`config.mk`:
```
export PLATFORM = sky130hd
export DESIGN_NAME = lru_page_frame_translator
export DESIGN_NICKNAME = d
export VERILOG_FILES = /design/src/rtl/lpft_pkg.sv /design/src/rtl/lpft_ram.sv /design/src/rtl/lru_page_frame_translator.sv
export SDC_FILE = /design/constraint.sdc
export NUM_CORES = 1
export LEC_CHECK = 0
export BUFFER_PORTS_ARGS = -buffer_cell sky130_fd_sc_hd__buf_4
export CAP_MARGIN = 5
export CORE_MARGIN = 2
export CORE_UTILIZATION = 60
export CTS_BUF_LIST = sky130_fd_sc_hd__clkbuf_2 sky130_fd_sc_hd__clkbuf_4 sky130_fd_sc_hd__clkbuf_8
export CTS_CLUSTER_DIAMETER = 100
export CTS_CLUSTER_SIZE = 8
export DETAILED_ROUTE_END_ITERATION = 10
export PLACE_DENSITY = 0.88
export SYNTH_ARGS = -nofsm -noshare
export SYNTH_HDL_FRONTEND = slang
export SYNTH_SLANG_ARGS = --single-unit
```
`constraint.sdc`:
```
create_clock -name clock -period 8.1 [get_ports clock]
set_input_delay 0.405 -clock clock [delete_from_list [all_inputs] [get_ports clock]]
set_output_delay 0.405 -clock clock [all_outputs]
set_load 0.05 [all_outputs]
```
`src/rtl/lpft_pkg.sv`:
```
`timescale 1ns / 1ps

package lpft_pkg;

   // Default frame count of the translator
   localparam int DEFAULT_FRAMES = 8;

   // Access and address fields
   localparam int ADDR_W      = 24;
   localparam int PAGE_W      = 15;
   localparam int OFFS_W      = 9;
   localparam int FRAME_OUT_W = 3;

   // Backing store positions and counts
   localparam int POS_W   = 32;
   localparam int BASE_W  = 31;
   localparam int PAGES_W = 16;

   // Configuration port
   localparam int CSR_IDX_W  = 2;
   localparam int CSR_DATA_W = 32;

   localparam logic [CSR_IDX_W-1:0] CSR_WRITEBACK_ENABLE = 2'd0;
   localparam logic [CSR_IDX_W-1:0] CSR_BASE_OFFSET      = 2'd1;
   localparam logic [CSR_IDX_W-1:0] CSR_INITIAL_PAGES    = 2'd2;

   // Access kinds
   localparam logic KIND_READ  = 1'b0;
   localparam logic KIND_WRITE = 1'b1;

   // Store page count saturates here
   localparam logic [PAGES_W-1:0] PAGES_MAX = 16'hFFFF;

endpackage

```
`src/rtl/lpft_ram.sv`:
```
`timescale 1ns / 1ps

module lpft_ram #(
   parameter int WIDTH = 8,
   parameter int DEPTH = 8
) (
   input  logic                     clock,
   input  logic                     wr_en,
   input  logic [$clog2(DEPTH)-1:0] wr_addr,
   input  logic [WIDTH-1:0]         wr_data,
   input  logic [$clog2(DEPTH)-1:0] rd_addr,
   output logic [WIDTH-1:0]         rd_data
);

   logic [WIDTH-1:0] mem [DEPTH];

   // One write port, one registered read port
   always_ff @(posedge clock) begin
      if (wr_en) begin
         mem[wr_addr] <= wr_data;
      end
      rd_data <= mem[rd_addr];
   end

endmodule

```
`src/rtl/lru_page_frame_translator.sv`:
```
`timescale 1ns / 1ps

// Channel  Handshake               Payload
// req      req_valid / req_stall   req_kind, req_address
// rsp      rsp_valid / rsp_stall   hit, frame, page_offset, fill/writeback info, grow
// csr      csr_valid / csr_ready   csr_index, csr_data
//
// The tag search and the rank update each walk the filled frames (at most FRAMES)
// one entry a cycle through the registered read port of the table RAMs.
// req_stall is high from accept until the result is loaded into the output register.
// Synchronous active-high reset clears the sequencer, the filled-frame count, the
// configuration registers and the output valid flag; no table clearing.
// A result held by rsp_stall keeps the block from finishing the next access only.
module lru_page_frame_translator #(
   parameter int FRAMES = lpft_pkg::DEFAULT_FRAMES
) (
   input  logic                                 clock,
   input  logic                                 reset,

   input  logic                                 req_valid,
   output logic                                 req_stall,
   input  logic                                 req_kind,
   input  logic [lpft_pkg::ADDR_W-1:0]          req_address,

   output logic                                 rsp_valid,
   input  logic                                 rsp_stall,
   output logic                                 rsp_hit,
   output logic [lpft_pkg::FRAME_OUT_W-1:0]     rsp_frame,
   output logic [lpft_pkg::OFFS_W-1:0]          rsp_page_offset,
   output logic                                 rsp_fill_needed,
   output logic [lpft_pkg::POS_W-1:0]           rsp_fill_position,
   output logic                                 rsp_writeback_needed,
   output logic [lpft_pkg::POS_W-1:0]           rsp_writeback_position,
   output logic                                 rsp_grow_store,

   input  logic                                 csr_valid,
   output logic                                 csr_ready,
   input  logic [lpft_pkg::CSR_IDX_W-1:0]       csr_index,
   input  logic [lpft_pkg::CSR_DATA_W-1:0]      csr_data
);

   import lpft_pkg::*;

   localparam int FW        = $clog2(FRAMES);
   localparam int UW        = $clog2(FRAMES + 1);
   localparam int RW        = FW;
   localparam int RAM_DEPTH = 1 << FW;

   typedef enum logic [2:0] {
      ST_IDLE,
      ST_SEARCH,
      ST_DECIDE,
      ST_AGE,
      ST_COMMIT,
      ST_DONE
   } state_type;

   state_type           state_ff;

   // Configuration
   logic                wb_enable_ff;
   logic [BASE_W-1:0]   base_ff;
   logic [PAGES_W-1:0]  store_pages_ff;

   // Table bookkeeping
   logic [UW-1:0]       used_ff;
   logic [UW-1:0]       cnt_ff;
   logic                chk_ff;
   logic [FW-1:0]       idx_ff;

   // Current access
   logic [PAGE_W-1:0]   page_ff;
   logic [OFFS_W-1:0]   offs_ff;
   logic                grow_ff;
   logic [POS_W-1:0]    fill_pos_ff;
   logic [POS_W-1:0]    wb_pos_ff;
   logic                wb_ff;

   // Search results
   logic                found_ff;
   logic [FW-1:0]       hit_idx_ff;
   logic [RW-1:0]       hit_rank_ff;
   logic [FW-1:0]       best_idx_ff;
   logic [RW-1:0]       best_rank_ff;
   logic [PAGE_W-1:0]   best_tag_ff;

   // Update plan
   logic [FW-1:0]       frame_ff;
   logic [RW-1:0]       limit_ff;
   logic                age_all_ff;
   logic                fill_free_ff;

   // Output register
   logic                rsp_valid_ff;
   logic                rsp_hit_ff;
   logic [FW-1:0]       rsp_frame_ff;
   logic [OFFS_W-1:0]   rsp_offs_ff;
   logic [POS_W-1:0]    rsp_fill_pos_ff;
   logic                rsp_wb_ff;
   logic [POS_W-1:0]    rsp_wb_pos_ff;
   logic                rsp_grow_ff;

   // Table RAM ports
   logic                tag_we;
   logic [PAGE_W-1:0]   tag_rdata;
   logic                rank_we;
   logic [FW-1:0]       rank_waddr;
   logic [RW-1:0]       rank_wdata;
   logic [RW-1:0]       rank_rdata;

   // Shared position adder
   logic [PAGE_W-1:0]   add_page;
   logic [POS_W-1:0]    add_sum;

   logic                req_xfer;
   logic [PAGE_W-1:0]   req_page;
   logic [FW+2:0]       frame_wide;

   assign req_page  = req_address[ADDR_W-1:OFFS_W];
   assign req_xfer  = req_valid && (state_ff == ST_IDLE);
   assign req_stall = (state_ff != ST_IDLE);
   assign csr_ready = 1'b1;

   // base + page * 512, for the requested page at accept, for the victim at decide
   assign add_page = (state_ff == ST_IDLE) ? req_page : best_tag_ff;
   assign add_sum  = {1'b0, base_ff} + {{(POS_W - PAGE_W - OFFS_W){1'b0}}, add_page,
                                        {OFFS_W{1'b0}}};

   // Table writes: rank aging read-modify-write, then the final tag/rank store
   always_comb begin
      tag_we     = (state_ff == ST_COMMIT);
      rank_we    = 1'b0;
      rank_waddr = frame_ff;
      rank_wdata = '0;
      if (state_ff == ST_AGE && chk_ff && (age_all_ff || rank_rdata < limit_ff)) begin
         rank_we    = 1'b1;
         rank_waddr = idx_ff;
         rank_wdata = rank_rdata + RW'(1);
      end else if (state_ff == ST_COMMIT) begin
         rank_we    = 1'b1;
      end
   end

   lpft_ram #(
      .WIDTH (PAGE_W),
      .DEPTH (RAM_DEPTH)
   ) u_tag_ram (
      .clock   (clock),
      .wr_en   (tag_we),
      .wr_addr (frame_ff),
      .wr_data (page_ff),
      .rd_addr (cnt_ff[FW-1:0]),
      .rd_data (tag_rdata)
   );

   lpft_ram #(
      .WIDTH (RW),
      .DEPTH (RAM_DEPTH)
   ) u_rank_ram (
      .clock   (clock),
      .wr_en   (rank_we),
      .wr_addr (rank_waddr),
      .wr_data (rank_wdata),
      .rd_addr (cnt_ff[FW-1:0]),
      .rd_data (rank_rdata)
   );

   // Sequencer, configuration and output register
   always_ff @(posedge clock) begin
      if (reset) begin
         state_ff         <= ST_IDLE;
         wb_enable_ff     <= 1'b0;
         base_ff          <= '0;
         store_pages_ff   <= '0;
         used_ff          <= '0;
         cnt_ff           <= '0;
         chk_ff           <= 1'b0;
         rsp_valid_ff     <= 1'b0;
      end else begin
         // A new result in the done state replaces the one leaving
         if (rsp_valid_ff && !rsp_stall && state_ff != ST_DONE) begin
            rsp_valid_ff <= 1'b0;
         end

         // Register writes; unknown indexes are dropped
         if (csr_valid) begin
            case (csr_index)
               CSR_WRITEBACK_ENABLE: wb_enable_ff <= csr_data[0];
               CSR_BASE_OFFSET:      base_ff      <= csr_data[BASE_W-1:0];
               CSR_INITIAL_PAGES: begin
                  store_pages_ff   <= csr_data[PAGES_W-1:0];
               end
               default: ;
            endcase
         end

         case (state_ff)
            ST_IDLE: begin
               if (req_xfer) begin
                  page_ff     <= req_page;
                  offs_ff     <= req_address[OFFS_W-1:0];
                  fill_pos_ff <= add_sum;
                  grow_ff     <= 1'b0;
                  // A write at or past the store end grows it by one page, saturating at PAGES_MAX
                  if (req_kind == KIND_WRITE
                      && {{(PAGES_W - PAGE_W){1'b0}}, req_page} >= store_pages_ff) begin
                     grow_ff <= 1'b1;
                     if (store_pages_ff != PAGES_MAX) begin
                        store_pages_ff <= store_pages_ff + PAGES_W'(1);
                     end
                  end
                  found_ff <= 1'b0;
                  cnt_ff   <= '0;
                  chk_ff   <= 1'b0;
                  state_ff <= ST_SEARCH;
               end
            end

            ST_SEARCH: begin
               // Compare the entry read last cycle
               if (chk_ff) begin
                  if (!found_ff && tag_rdata == page_ff) begin
                     found_ff    <= 1'b1;
                     hit_idx_ff  <= idx_ff;
                     hit_rank_ff <= rank_rdata;
                  end
                  if (idx_ff == '0 || rank_rdata > best_rank_ff) begin
                     best_idx_ff  <= idx_ff;
                     best_rank_ff <= rank_rdata;
                     best_tag_ff  <= tag_rdata;
                  end
               end
               // Issue the next read
               if (cnt_ff < used_ff) begin
                  idx_ff <= cnt_ff[FW-1:0];
                  chk_ff <= 1'b1;
                  cnt_ff <= cnt_ff + UW'(1);
               end else begin
                  chk_ff <= 1'b0;
                  if (!chk_ff) begin
                     state_ff <= ST_DECIDE;
                  end
               end
            end

            ST_DECIDE: begin
               wb_ff        <= 1'b0;
               wb_pos_ff    <= '0;
               age_all_ff   <= 1'b0;
               fill_free_ff <= 1'b0;
               if (found_ff) begin
                  frame_ff <= hit_idx_ff;
                  limit_ff <= hit_rank_ff;
               end else if (used_ff < UW'(FRAMES)) begin
                  frame_ff     <= used_ff[FW-1:0];
                  limit_ff     <= '0;
                  age_all_ff   <= 1'b1;
                  fill_free_ff <= 1'b1;
               end else begin
                  // Evict the least recent frame
                  frame_ff <= best_idx_ff;
                  limit_ff <= best_rank_ff;
                  if (wb_enable_ff) begin
                     wb_ff     <= 1'b1;
                     wb_pos_ff <= add_sum;
                  end
               end
               cnt_ff   <= '0;
               chk_ff   <= 1'b0;
               state_ff <= ST_AGE;
            end

            ST_AGE: begin
               // Read ranks one per cycle; each is written back in the cycle after its read
               if (cnt_ff < used_ff) begin
                  idx_ff <= cnt_ff[FW-1:0];
                  chk_ff <= 1'b1;
                  cnt_ff <= cnt_ff + UW'(1);
               end else begin
                  chk_ff <= 1'b0;
                  if (!chk_ff) begin
                     state_ff <= ST_COMMIT;
                  end
               end
            end

            ST_COMMIT: begin
               // Tag and most-recent rank are written by the RAM ports this cycle
               if (fill_free_ff) begin
                  used_ff <= used_ff + UW'(1);
               end
               state_ff <= ST_DONE;
            end

            ST_DONE: begin
               if (!rsp_valid_ff || !rsp_stall) begin
                  rsp_valid_ff    <= 1'b1;
                  rsp_hit_ff      <= found_ff;
                  rsp_frame_ff    <= frame_ff;
                  rsp_offs_ff     <= offs_ff;
                  rsp_fill_pos_ff <= fill_pos_ff;
                  rsp_wb_ff       <= wb_ff;
                  rsp_wb_pos_ff   <= wb_pos_ff;
                  rsp_grow_ff     <= grow_ff;
                  state_ff        <= ST_IDLE;
               end
            end

            default: state_ff <= ST_IDLE;
         endcase
      end
   end

   // Frame index reported in three bits; wider indexes wrap
   assign frame_wide = {3'b000, rsp_frame_ff};

   assign rsp_valid              = rsp_valid_ff;
   assign rsp_hit                = rsp_hit_ff;
   assign rsp_frame              = frame_wide[FRAME_OUT_W-1:0];
   assign rsp_page_offset        = rsp_offs_ff;
   assign rsp_fill_needed        = !rsp_hit_ff;
   assign rsp_fill_position      = rsp_fill_pos_ff;
   assign rsp_writeback_needed   = rsp_wb_ff;
   assign rsp_writeback_position = rsp_wb_pos_ff;
   assign rsp_grow_store         = rsp_grow_ff;

endmodule
```
[Word-level counts from Yosys, hierarchy flattened]
Memory sizes are Yosys's and may differ from the RTL's. A register that Yosys moved wholly into a read port is not among the register bits.
Index checks and enable logic that the tools add are counted.
Cells by class
  muxes and demuxes: 40
  add/sub/neg operators: 5
  $lt $le $gt $ge: 5
  bitwise logic cells: 2
  eq/ne operators: 19
  reductions and logical operators: 36
Operator list (count)
  2-to-1 mux 16 bit: 6
  2-to-1 mux 3 bit: 12
  adder 31 x 24 -> 32 bit: 1
  case mux 3 bit (6 select lines): 1
  adder 16 x 1 -> 16 bit (second input constant): 1
  >= comparator 15 x 16 -> 1 bit: 1
  != test 16 bit (second input constant): 1
  != test 2 bit (second input constant): 8
  == test 15 bit: 1
  2-to-1 mux 1 bit: 15
  2-to-1 mux 15 bit: 1
  case mux 4 bit (3 select lines): 1
  AND reduction 3 bit: 4
  AND reduction 2 bit: 5
  adder 4 x 1 -> 4 bit (second input constant): 2
  2-to-1 mux 4 bit: 2
  AND reduction 4 bit: 2
  logical AND 1 bit: 7
  == test 3 x 2 -> 1 bit (second input constant): 2
  == test 3 bit (second input constant): 2
  logical NOT 3 bit: 2
  AND reduction 6 bit: 1
  nonzero test 3 bit: 2
  AND reduction 5 bit: 1
  other kinds (19): 26
Word-level totals
  word-level logic and storage cells: 140
  output and inout bits: 83
  bits in registers: 268
  memories: 2
  memory bits (writable): 144
Memories
  u_tag_ram.mem: depth 8, bits a word 15, read ports 1, clocked after Yosys merged registers in 1, write ports 1, line lpft_ram.sv:15  | logic [WIDTH-1:0] mem [DEPTH];
  u_rank_ram.mem: depth 8, bits a word 3, read ports 1, clocked after Yosys merged registers in 1, write ports 1, line lpft_ram.sv:15

[Logic depth before layout (Yosys ltp)]
Gate-level depths: netlist of the first run.
  depth in word-level cells: 7
  gate-level depth with buffers: 13
  mapped depth without buffers: 11

[Hierarchy]
Synthesis of the first run repeated with hierarchy kept, for this count alone.
Unflattened totals
  cells, all modules: 1092
  area, all modules: 17180.2 um2
By module, submodules not included
  lru_page_frame_translator: seq. area each 7437.1 um2, cells each 841, area an instance 11164.5 um2, times used 1
  lpft_ram (u_tag_ram): seq. area each 3903.7 um2, cells each 201, area an instance 4973.5 um2, times used 1
  lpft_ram (u_rank_ram): seq. area each 780.7 um2, cells each 50, area an instance 1042.2 um2, times used 1

[Worst setup path after synthesis of the first run]
OpenSTA, ideal clock, no wires.
  path type: input to register
  start point: in reset
  end point: reg rsp_fill_pos_ff[0], in the netlist rsp_fill_position[0] (enable)
  stages on the path: 4
  slack: 623 ps
  path buffers: 3
  arrival time: 6847 ps
  setup time: 630 ps
  cell sequence: clkbuf_1 > clkbuf_1 > buf_1 > nor3b_1
On the way
  word-level cells in the longest chain between the ends: 2
RTL lines
  start, declared: line lru_page_frame_translator.sv:18  | input logic reset,
  NOT 1 bit (no source line)
  AND reduction 3 bit (no source line)
  end signal, assigned: line lru_page_frame_translator.sv:301  | rsp_fill_pos_ff <= fill_pos_ff;
  end, declared: line lru_page_frame_translator.sv:98  | logic [POS_W-1:0] rsp_fill_pos_ff;
Every way passes these cells.
A chain may end at the register's enable or synchronous reset.

[Final worst setup path of the first run]
  start point: reg state_ff[2]
  end point: reg fill_pos_ff[25] (data pin)
On the way
  word-level cells in the longest chain between the ends: 3
RTL lines
  start, declared: line lru_page_frame_translator.sv:58  | state_type state_ff;
  start signal, assigned: line lru_page_frame_translator.sv:171  | state_ff <= ST_IDLE;
  start signal, assigned: line lru_page_frame_translator.sv:215  | state_ff <= ST_SEARCH;
  start signal, assigned: line lru_page_frame_translator.sv:241  | state_ff <= ST_DECIDE;
  logical NOT 3 bit: line lru_page_frame_translator.sv:125  | assign add_page = (state_ff == ST_IDLE) ? req_page : best_tag_ff;
  2-to-1 mux 15 bit: line lru_page_frame_translator.sv:125
  adder 31 x 24 -> 32 bit: line lru_page_frame_translator.sv:126  | assign add_sum = {1'b0, base_ff} + {{(POS_W - PAGE_W - OFFS_W){1'b0}}, add_page,
  via add_sum[25]: line lru_page_frame_translator.sv:113  | logic [POS_W-1:0] add_sum;
  end signal, assigned: line lru_page_frame_translator.sv:202  | fill_pos_ff <= add_sum;
  end, declared: line lru_page_frame_translator.sv:75  | logic [POS_W-1:0] fill_pos_ff;
The timed path passes the listed nets, and every way through them passes these cells.

==> impl_metrics.toml, run 1 <==
[sta]
fin_crit_sh_pct = 51.61
hold_viol = 0
setup_viol = 0
slew_viol_final = 0
min_period_ns = 4.180
slew_headroom_pct = 18.17
rsz0062_at_grt = "false"
finClkSkew_ns = 0.02735
worst_pin_slew_ns = 1.226
tns_ns = 0
fmax_ghz = 0.2392

[cts]
cts_root_buf = "clkbuf_8"
cts_resized = 0
tritoncts = "built"
cts_max_path_buffers = 3
clock-sinks = 430
htree_levels = 2
insertion_delay_ns = 0.61
cts_made_buffers = 59
post_cts_buffers = 0
cts.clk_slew.worst_paths_ns = 0.07

[routing]
antenna_left = 0
viasPerCell = 5.943
dr.pass1.iters = 5
wire_per_inst_um = 20.61
num_vias = 10550
wl_mm = 36.60
drt_iter0_drc = 1039
drc_errors = 0

[placed_design]
gp_congestion = 0.8996
io_buffers = 144
place_inst = 1654
dp.final_hpwl_mm = 23.49

[finish]
antenna_cells = 0
drive_above_1_share_pct = 25.43
nets = 1450
final_cell_count_no_fill = 1776
area_delta_synth_final_pct = 16.19

[worst_setup_path]
timing.rr.end = "fill_pos_ff[25]"
crit_path_end_kind = "flip-flop"
critical_path_required_ns = 8.43
start_kind = "flip-flop"
r2r_setup_slack_ns = 3.92
crit_fanout = 19
worstRegToRegCells = 11
reg2reg_from = "state_ff[2]"
crit_type = "flip-flop to flip-flop"
cp.arrival_ns = 4.51

[floorplanning]
pin_count = 147
rows = 62
coreArea_mm2 = 0.02855
die_width_um = 173.7
die_area_mm2 = 0.03015
die_height_um = 173.7
start_util_pct = 60.49

[grt]
overflow = 0
grt_first_pass_wirelength_mm = 57.28
grt_max_degree = 80
grt_util_all_layers_pct = 24.55
grt_pass1_vias = 10560
antenna_found_initial = 0

[hold_path]
hp-start = "req_address[18]"
holdPathEnd = "page_ff[9]"
hold_class = "input pin to flip-flop"
worstHoldPathCells = 1

[power_and_ir_drop]
powerDensity_mw_per_mm2 = 219.5
total_power_mw = 4.405
peakVddDrop_uv = 131.5
p_leak_nw = 7.013

[synth]
async_flop_share_pct = 0
netlist_area_mm2 = 0.01727
yosysTopAreaCell = "edfxtp_1"
synth_edf_count = 351
seq_area_frac_synth_pct = 70.19
netlist_instances = 1166
synth-main-ff-cell = "edfxtp_1"
synth_cell_types = 60
synth_most_common_cell = "edfxtp_1"
ys_ff_latch = 430
yosys.area.top_type_share_pct = 61.03
synth_fp_nets = 1274
syn-mean-instance-area_um2 = 14.81
synthTopCellsByArea = "edfxtp_1, dfxtp_1, mux4_2, ha_1, nand2_1"
synth_common_cells = "edfxtp_1, nand2_1, dfxtp_1"
synth_warnings = 0

[outcome]
status = "finished clean"

[job]
drv_cap = 0
## critical path, stage by stage, from the launching register on
cell and delay, ns:
dfxtp_1 0.44, nor3_4 0.77, mux2_2 0.33, ha_1 0.20
inv_1 0.06, fa_1 0.40, nor2b_1 0.19, o31a_1 0.22
a31oi_1 0.24, a211oi_1 0.59, o21ai_1 0.25, xnor2_1 0.19
## where the power goes
group          total [mW]  switching, mW  internal, mW  leakage, nW
Sequential           2.46         0.0340          2.43         3.79
Clock                1.69          0.773         0.917        0.664
Combinational       0.254          0.157        0.0962         2.56
## area by class of cell
type | instances | area (um2)
clock buffers | 109 | 1200
clock inverters | 2 | 16.27
fillers | 1709 | 8482
inverters | 45 | 168.9
multi-input cells | 644 | 4836
flip-flops and latches | 430 | 12120
well taps | 384 | 480.5
repair buffers | 162 | 1241
## flip-flops by register name, summed over array words and instances, names as in the netlist, 4 cells and up
register	flops
base_ff	31
best_tag_ff	15
cnt_ff	4
fill_pos_ff	32
offs_ff	9
page_ff	15
rsp_fill_position	32
rsp_page_offset	9
rsp_writeback_position	32
store_pages_ff	16
u_rank_ram.mem	24
u_tag_ram.mem	120
u_tag_ram.rd_data	15
used_ff	4
wb_pos_ff	32
## logic make-up after synthesis
group | Yosys count | share of synthesized area, %
flops | 430 | 70.19
simple gates | 317 | 9.057
compound gates | 168 | 6.137
buf+inv | 92 | 2.159
mux | 79 | 7.427
fa+ha+maj | 44 | 3.231
xor+xnor | 35 | 1.775
other cells | 1 | 0.02172
## how the worst max path moves through the flow
| stage | slack [ns] | startpoint | to |
|---|---|---|---|
| 2_1_floorplan | 0.62 | reset | rsp_fill_position[0] |
| 3_3_place_gp | 4.24 | state_ff[2] | fill_pos_ff[27] |
| 3_5_place_dp | 4.12 | state_ff[2] | fill_pos_ff[29] |
| 4_1_cts | 4.01 | state_ff[2] | fill_pos_ff[25] |
| 5_1_grt | 3.67 | state_ff[2] | fill_pos_ff[25] |
| 6_report | 3.92 | state_ff[2] | fill_pos_ff[25] |
## cell usage in the layout, fill, tap and decap left out, types with 8 or more instances in the layout
cell / count
nor2_1: 44
nand2b_1: 12
and2_1: 27
nand4_1: 18
o211ai_1: 8
a21o_1: 9
mux2_2: 33
clkbuf_8: 61
xor2_1: 19
and3_1: 16
dlygate4sd3_1: 10
nand3_1: 26
a211oi_1: 9
edfxtp_1: 351
nor3_1: 21
a21oi_1: 56
o21ai_0: 34
ha_1: 43
mux4_2: 36
a31oi_1: 9
dfxtp_1: 78
mux2i_1: 10
clkbuf_4: 48
inv_1: 45
nand2_1: 106
buf_4: 152
xnor2_1: 16
## per-layer routing
metal	track usage, %	vias up	wire length (um)
met1	30.82	5128	13810
met5	0	-	0
li1	-	4765	-
met3	4.145	111	2712
met2	43.03	550	18810
met4	9.454	0	1277
## what timing repair did
item / CTS / global route
endpoints found under the hold margin: 10 / 0
endpoints found under the setup margin: 0 / 0
hold buffers: 10 / 0
## through the flow
step	instance area [um2]	setup slack, ns	hold WS, ns	util [%]
detailed placement	18740	4.123	0.4045	65.65
finish	20070	3.920	0.02098	70.29
global route	20070	3.670	0.009496	70.29
floorplan	17270	0.6233	0.4003	-
CTS	20060	4.012	0.008243	70.26
global placement	18740	4.241	0.4008	65.65
(Power assumes the default switching activity.)
==> inputs of run 2 (changes only) <==
--- a/config.mk
+++ b/config.mk
@@ -8,12 +8,12 @@
 export BUFFER_PORTS_ARGS = -buffer_cell sky130_fd_sc_hd__buf_4
 export CAP_MARGIN = 5
 export CORE_MARGIN = 2
-export CORE_UTILIZATION = 60
+export CORE_UTILIZATION = 56
 export CTS_BUF_LIST = sky130_fd_sc_hd__clkbuf_2 sky130_fd_sc_hd__clkbuf_4 sky130_fd_sc_hd__clkbuf_8
 export CTS_CLUSTER_DIAMETER = 100
 export CTS_CLUSTER_SIZE = 8
 export DETAILED_ROUTE_END_ITERATION = 10
-export PLACE_DENSITY = 0.88
+export PLACE_DENSITY = 0.86
 export SYNTH_ARGS = -nofsm -noshare
 export SYNTH_HDL_FRONTEND = slang
 export SYNTH_SLANG_ARGS = --single-unit
==> constraint.sdc (replaced) <==
create_clock -name clock -period 3.63 [get_ports clock]
set_input_delay 0.1815 -clock clock [delete_from_list [all_inputs] [get_ports clock]]
set_output_delay 0.1815 -clock clock [all_outputs]
set_load 0.05 [all_outputs]
==> run 2 against run 1 <==
Against the previous run:
- non-clock buffer count is 64 higher
- total power is 120% higher
- largest power group unchanged
- highest routed layer unchanged
- setup slack worse by 3.7 ns
- die area rose by 7.0%
- combinational power rose to 2.5 times the previous value
==> impl_metrics.toml, run 2 (synthesis gave the netlist of run 1 again) <==
[sta]
setup_viol = 0
finClkSkew_ns = 0.03137
slew_viol_final = 0
slew_headroom_pct = 22.34
tns_ns = 0
hold_viol = 0
min_period_ns = 3.426
fmax_ghz = 0.2919
rsz0062_at_grt = "false"
worst_pin_slew_ns = 1.157
fin_crit_sh_pct = 94.39
holdWs_ns = 0.03663

[floorplanning]
die_width_um = 179.6
rows = 64
pin_count = 147
die_area_mm2 = 0.03226
die_height_um = 179.6
start_util_pct = 56.60
coreArea_mm2 = 0.03051

[power_and_ir_drop]
peakVddDrop_uv = 252.3
powerDensity_mw_per_mm2 = 475.9
p_leak_nw = 7.282

[finish]
multiInputGateArea_mm2 = 0.004828
register_area_mm2 = 0.01212
fillers = 1888
final_cell_mix = "edfxtp_1, buf_4, nand2_1"
area_delta_synth_final_pct = 19.77
mostFrequentLayoutCell = "edfxtp_1"
drive_above_1_share_pct = 24.91
largest_reg_flops = 120
nets = 1514
largest-register = "u_tag_ram.mem"

[cts]
tritoncts = "built"
cts.clk_slew.worst_paths_ns = 0.07
post_cts_buffers = 0
insertion_delay_ns = 0.60
cts_made_buffers = 59
cts_max_path_buffers = 3
clock-sinks = 430
htree_levels = 2
cts_root_buf = "clkbuf_8"

[routing]
dr.pass1.iters = 5
drc_errors = 0
num_vias = 10860
viasPerCell = 5.872
wire_per_inst_um = 21.07
wl_mm = 38.99
drt_iter0_drc = 1237
antenna_left = 0

[worst_setup_path]
reg2reg_from = "state_ff[1]"
r2r_setup_slack_ns = 0.20
critical_path_required_ns = 3.97
crit_fanout = 16
cp.arrival_ns = 3.77
crit_type = "flip-flop to flip-flop"
cp-startpoint = "state_ff[1]"
start_kind = "flip-flop"
crit_path_end_kind = "flip-flop"

[outcome]
status = "finished clean"

[grt]
grt_util_all_layers_pct = 24.11
grt_first_pass_wirelength_mm = 61.05
overflow = 0
grt_pass1_vias = 11000
antenna_found_initial = 1
grt_max_degree = 76

[hold_path]
hp-start = "req_kind"
hold_class = "input pin to flip-flop"

[placed_design]
gp_congestion = 0.9222
dp.final_hpwl_mm = 24.56
io_buffers = 144

[job]
drv_cap = 0
run 2: cell types whose count changed in the layout (fill, tap and decap cells not counted), moves of 2 or more:
| cell | change |
|---|---|
| nor3_2 | +2 |
| nor2_2 | -6 |
| nor2_1 | +6 |
| buf_12 | +2 |
| buf_4 | +12 |
| nor3_4 | -2 |
| dlygate4sd3_1 | +48 |
run 2: worst max-delay path: stages (launching register included):
cell	delay (ns)
dfxtp_1	0.41
nor3_4	0.25
buf_6	0.23
mux2_2	0.35
ha_1	0.35
and3_1	0.22
or3_1	0.41
nor4_2	0.24
a211oi_1	0.21
or2_1	0.29
and4_1	0.21
run 2: power breakdown:
| group | total, mW | switching (mW) | internal, mW |
|---|---|---|---|
| Clock | 3.72 | 1.71 | 2.01 |
| Sequential | 5.49 | 0.0720 | 5.42 |
| Combinational | 0.635 | 0.374 | 0.261 |
| Total | 9.84 | 2.16 | 7.69 |
run 2: cell type report:
class                           instances  share of cell area, %
Timing Repair Buffer                  226                  9.080
Sequential cell                       430                  58.61
Inverter                               45                 0.8167
Tap cell                              396                  2.396
Antenna cell                            1                0.01210
Multi-Input combinational cell        644                  23.35
Clock buffer                          107                  5.699
Clock inverter                          1                0.03630
run 2: per-stage QoR:
stage | instances | total power, mW | cell area (um2) | setup WS, ns | util [%]
2_1_floorplan | 1166 | 5.927 | 17290 | 0.1090 | -
3_3_place_gp | 1682 | 6.123 | 18890 | 0.3067 | 61.91
3_5_place_dp | 1682 | 6.149 | 18890 | 0.2073 | 61.91
4_1_cts | 1848 | 9.851 | 20660 | 0.1567 | 67.70
5_1_grt | 1849 | 10.16 | 20680 | 0.01738 | 67.78
6_report | 1850 | 9.844 | 20680 | 0.2037 | 67.79
run 2: path summary, 6_finish.rpt:
path	endpoint	cells after the start
worst max-delay path	wb_pos_ff[31]	10
worst min-delay path	grow_ff	2
worst max register to register	wb_pos_ff[31]	10
worst min register to register	rsp_grow_store	0
run 2: per-layer routing:
metal | vias to the layer above | GRT usage (%) | routed length (um)
li1 | 4900 | - | -
met1 | 5271 | 30.73 | 14660
met2 | 604 | 41.79 | 19960
met3 | 88 | 4.639 | 3280
met4 | 0 | 7.902 | 1092
met5 | - | 0 | 0
run 2: repair_timing:
item                                   CTS  global route
setup endpoints to repair                0             5
endpoints found under the hold margin   73             0
resized for setup                        0             2
hold buffers                            58             0
==> inputs of run 3 (changes only) <==
--- a/config.mk
+++ b/config.mk
@@ -8,12 +8,14 @@
 export BUFFER_PORTS_ARGS = -buffer_cell sky130_fd_sc_hd__buf_4
 export CAP_MARGIN = 5
 export CORE_MARGIN = 2
-export CORE_UTILIZATION = 56
-export CTS_BUF_LIST = sky130_fd_sc_hd__clkbuf_2 sky130_fd_sc_hd__clkbuf_4 sky130_fd_sc_hd__clkbuf_8
+export CORE_UTILIZATION = 54
+export CTS_BUF_LIST = sky130_fd_sc_hd__clkbuf_4 sky130_fd_sc_hd__clkbuf_8 sky130_fd_sc_hd__clkbuf_16
 export CTS_CLUSTER_DIAMETER = 100
 export CTS_CLUSTER_SIZE = 8
 export DETAILED_ROUTE_END_ITERATION = 10
-export PLACE_DENSITY = 0.86
+export GPL_TIMING_DRIVEN = 0
+export PLACE_DENSITY = 0.84
 export SYNTH_ARGS = -nofsm -noshare
 export SYNTH_HDL_FRONTEND = slang
+export SYNTH_HIERARCHICAL = 1
 export SYNTH_SLANG_ARGS = --single-unit
==> run 3 against run 2 <==
Against the previous run:
- cell area increased by 4.4%
- synthesized area is 0.51% lower
- highest routed layer unchanged
- largest cell class unchanged
- first-iteration DRC count shrank 23%
- final cell count decreased by 1.4%
- sequential power grew 4%
- setup slack got worse by 0.12 ns
- die area grew 3.1%
==> impl_metrics.toml, run 3 <==
[sta]
fin_crit_sh_pct = 97.79
rsz0062_at_grt = "true"
fmax_ghz = 0.2817
slew_viol_final = 0
finClkSkew_ns = 0.01716
hold_viol = 0
worst_pin_slew_ns = 1.031
setup_slack_ns = 0.08035
holdWs_ns = 0.07073
min_period_ns = 3.550
slew_headroom_pct = 31.19
setup_viol = 0

[routing]
dr.pass1.iters = 5
drc_errors = 0
viasPerCell = 5.730
antenna_left = 0
drt_iter0_drc = 951
wire_per_inst_um = 21.88
num_vias = 10450
wl_mm = 39.90

[synth]
syn-mean-instance-area_um2 = 15.73
synth_adder_area_share_pct = 3.248
synth_fp_nets = 1200
ys_ff_latch = 430
synth_mux_area_share_pct = 8.579
synth_top_family_by_area = "multiplexers"
synth_warnings = 6
synth-simple-area-share_pct = 8.069
synth_cell_types = 67
synth_common_cells = "edfxtp_1, nand2_1, dfxtp_1"
synthTopCellsByArea = "edfxtp_1, dfxtp_1, mux4_1, ha_1, mux2_2"
synth_edf_count = 351
async_flop_share_pct = 0
synth-main-ff-cell = "edfxtp_1"
yosys.area.top_type_share_pct = 61.35
synth_xor_area_share_pct = 1.937
netlist_area_mm2 = 0.01718
synth_most_common_cell = "edfxtp_1"
synth_compound_area_share_pct = 5.608
netlist_instances = 1092
yosysTopAreaCell = "edfxtp_1"
seq_area_frac_synth_pct = 70.56

[grt]
grt_first_pass_wirelength_mm = 60.15
grt_pass1_vias = 10640
grt_util_all_layers_pct = 23.85
overflow = 0
antenna_found_initial = 0
grt_max_degree = 32

[placed_design]
dp.final_hpwl_mm = 25.79
gp_congestion = 0.8931
place_inst = 1648
io_buffers = 143
pre_cts_ws_ns = -0.6836

[cts]
tritoncts = "built"
cts.clk_slew.worst_paths_ns = 0.05
clock-sinks = 430
insertion_delay_ns = 0.59
cts_max_path_buffers = 3
cts_root_buf = "clkbuf_16"
cts_made_buffers = 59
htree_levels = 2

[hold_path]
hold_class = "input pin to flip-flop"
hp-start = "req_valid"
holdPathEnd = "cnt_ff[3]"
worstHoldPathCells = 4

[worst_setup_path]
critical_path_required_ns = 3.97
worstPathCellList = "buf_4 -> nor3_4 -> buf_4 -> buf_8 -> buf_4 -> mux2_2 -> ha_1 -> a21o_1 -> a21o_1 -> a21o_1 -> o41ai_4 -> buf_4 -> nor2_1 -> xor2_1 -> and2_1"
critPathTopFamily = "compound AO/OA/AOI/OAI gates"
crit_buf_inv = 5
cp.arrival_ns = 3.89
worstRegToRegCells = 15
start_kind = "flip-flop"
crit_path_end_kind = "flip-flop"
critPathSlowestCell = "mux2_2"
crit_type = "flip-flop to flip-flop"
cp_common_cell = "buf_4"
timing.rr.end = "wb_pos_ff[30]"
r2r_setup_slack_ns = 0.08
reg2reg_from = "state_ff[2]"
crit_fanout = 10
slowest_delay_ns = 0.36

[finish]
antenna_cells = 0
area_delta_synth_final_pct = 25.74
largest_reg_flops = 120
final_cell_mix = "edfxtp_1, buf_4, nand2_1"
drive_above_1_share_pct = 25.46
largest-register = "u_tag_ram/mem"
final_cell_count_no_fill = 1824
utilization_pct = 68.63
nets = 1481
fillers = 1908
mostFrequentLayoutCell = "edfxtp_1"

[outcome]
status = "finished clean"

[floorplanning]
start_util_pct = 54.59
pin_count = 147
die_area_mm2 = 0.03326
die_width_um = 182.4
rows = 65
die_height_um = 182.4
coreArea_mm2 = 0.03147

[power_and_ir_drop]
peakVddDrop_uv = 370.3
total_power_mw = 12.31
p_leak_nw = 7.822
powerDensity_mw_per_mm2 = 569.7

[job]
drv_cap = 0
-- run 3: cell types whose count changed in the layout (fill, tap and decap cells not counted), moves of 8 or more --
cell       before  now
a21o_1          9   17
and3_1         16    6
buf_4         164  153
buf_6           1   13
clkbuf_1        0   20
clkbuf_16       0   59
clkbuf_8       60    1
inv_1          45   36
mux4_1          0   36
mux4_2         36    0
nand3_1        26   11
nand4_1        18    7
o21ai_0        34   12
-- run 3: layout make-up --
cell class / count / area, um2 / share of cell area (%)
buffer: 38 / 216.5 / 1.002
clock inverter: 3 / 48.80 / 0.2259
inverter: 36 / 135.1 / 0.6255
clock buffer: 107 / 1843 / 8.532
timing repair buffer: 220 / 1906 / 8.821
multi-input combinational: 588 / 4828 / 22.35
sequential: 430 / 12120 / 56.11
tap: 402 / 503.0 / 2.328
-- run 3: worst max-delay path by stage --
stage	start	slack, ns	cells after the start	to
2_1_floorplan	state_ff[2]	0.24	12	wb_pos_ff[26]
4_1_cts	state_ff[1]	0.02	14	wb_pos_ff[31]
3_3_place_gp	state_ff[0]	-0.95	2	wb_pos_ff[15]
3_5_place_dp	state_ff[2]	-0.68	14	fill_pos_ff[29]
5_1_grt	state_ff[2]	-0.05	15	wb_pos_ff[25]
6_report	state_ff[2]	0.08	15	wb_pos_ff[30]
-- run 3: where the power goes --
group	internal [mW]	switching [mW]	leakage [nW]	total [mW]
clock	3.42	2.02	0.975	5.44
combinational	0.526	0.659	3.04	1.19
sequential	5.56	0.127	3.80	5.69
total	9.50	2.80	7.82	12.3
-- run 3: timing repair --
action                                  4_1_cts  5_1_grt
setup buffers                                 2        5
hold endpoints to repair                     74        0
endpoints found under the setup margin       27       12
resized for setup                             6        9
pin swaps                                     2        2
hold buffers                                 59        0
-- run 3: cells by family after synthesis --
kind of cell / count (synthesis)
AO/OA/AOI/OAI: 135
multiplexers: 84
buffers and inverters: 74
XOR/XNOR: 38
AND/OR/NAND/NOR: 286
adder cells (fa/ha/maj): 44
flip-flops: 430
other: 1
-- run 3: stage by stage --
stage	TNS, ns	instance area (um2)
CTS	0	21520
finish	0	21600
global placement	-121.54	18780
detailed placement	-9.032	19010
global route	-0.1134	21600
floorplan	0	17200
-- run 3: worst register-to-register path, stage by stage, from the launching register on --
cell and delay [ns]:
dfxtp_1 0.30, buf_4 0.17, nor3_4 0.26, buf_4 0.17, buf_8 0.12, buf_4 0.15, mux2_2 0.36, ha_1 0.36
a21o_1 0.20, a21o_1 0.17, a21o_1 0.21, o41ai_4 0.27, buf_4 0.19, nor2_1 0.06, xor2_1 0.17, and2_1 0.15
-- run 3: metal layers --
metal,global-route usage [%],share of wire [%],up-vias
li1,-,-,4732
met1,28.31,38,5126
met2,43.65,52,497
met3,4.450,6.9,97
met4,8.194,2.9,0
met5,0,0,-
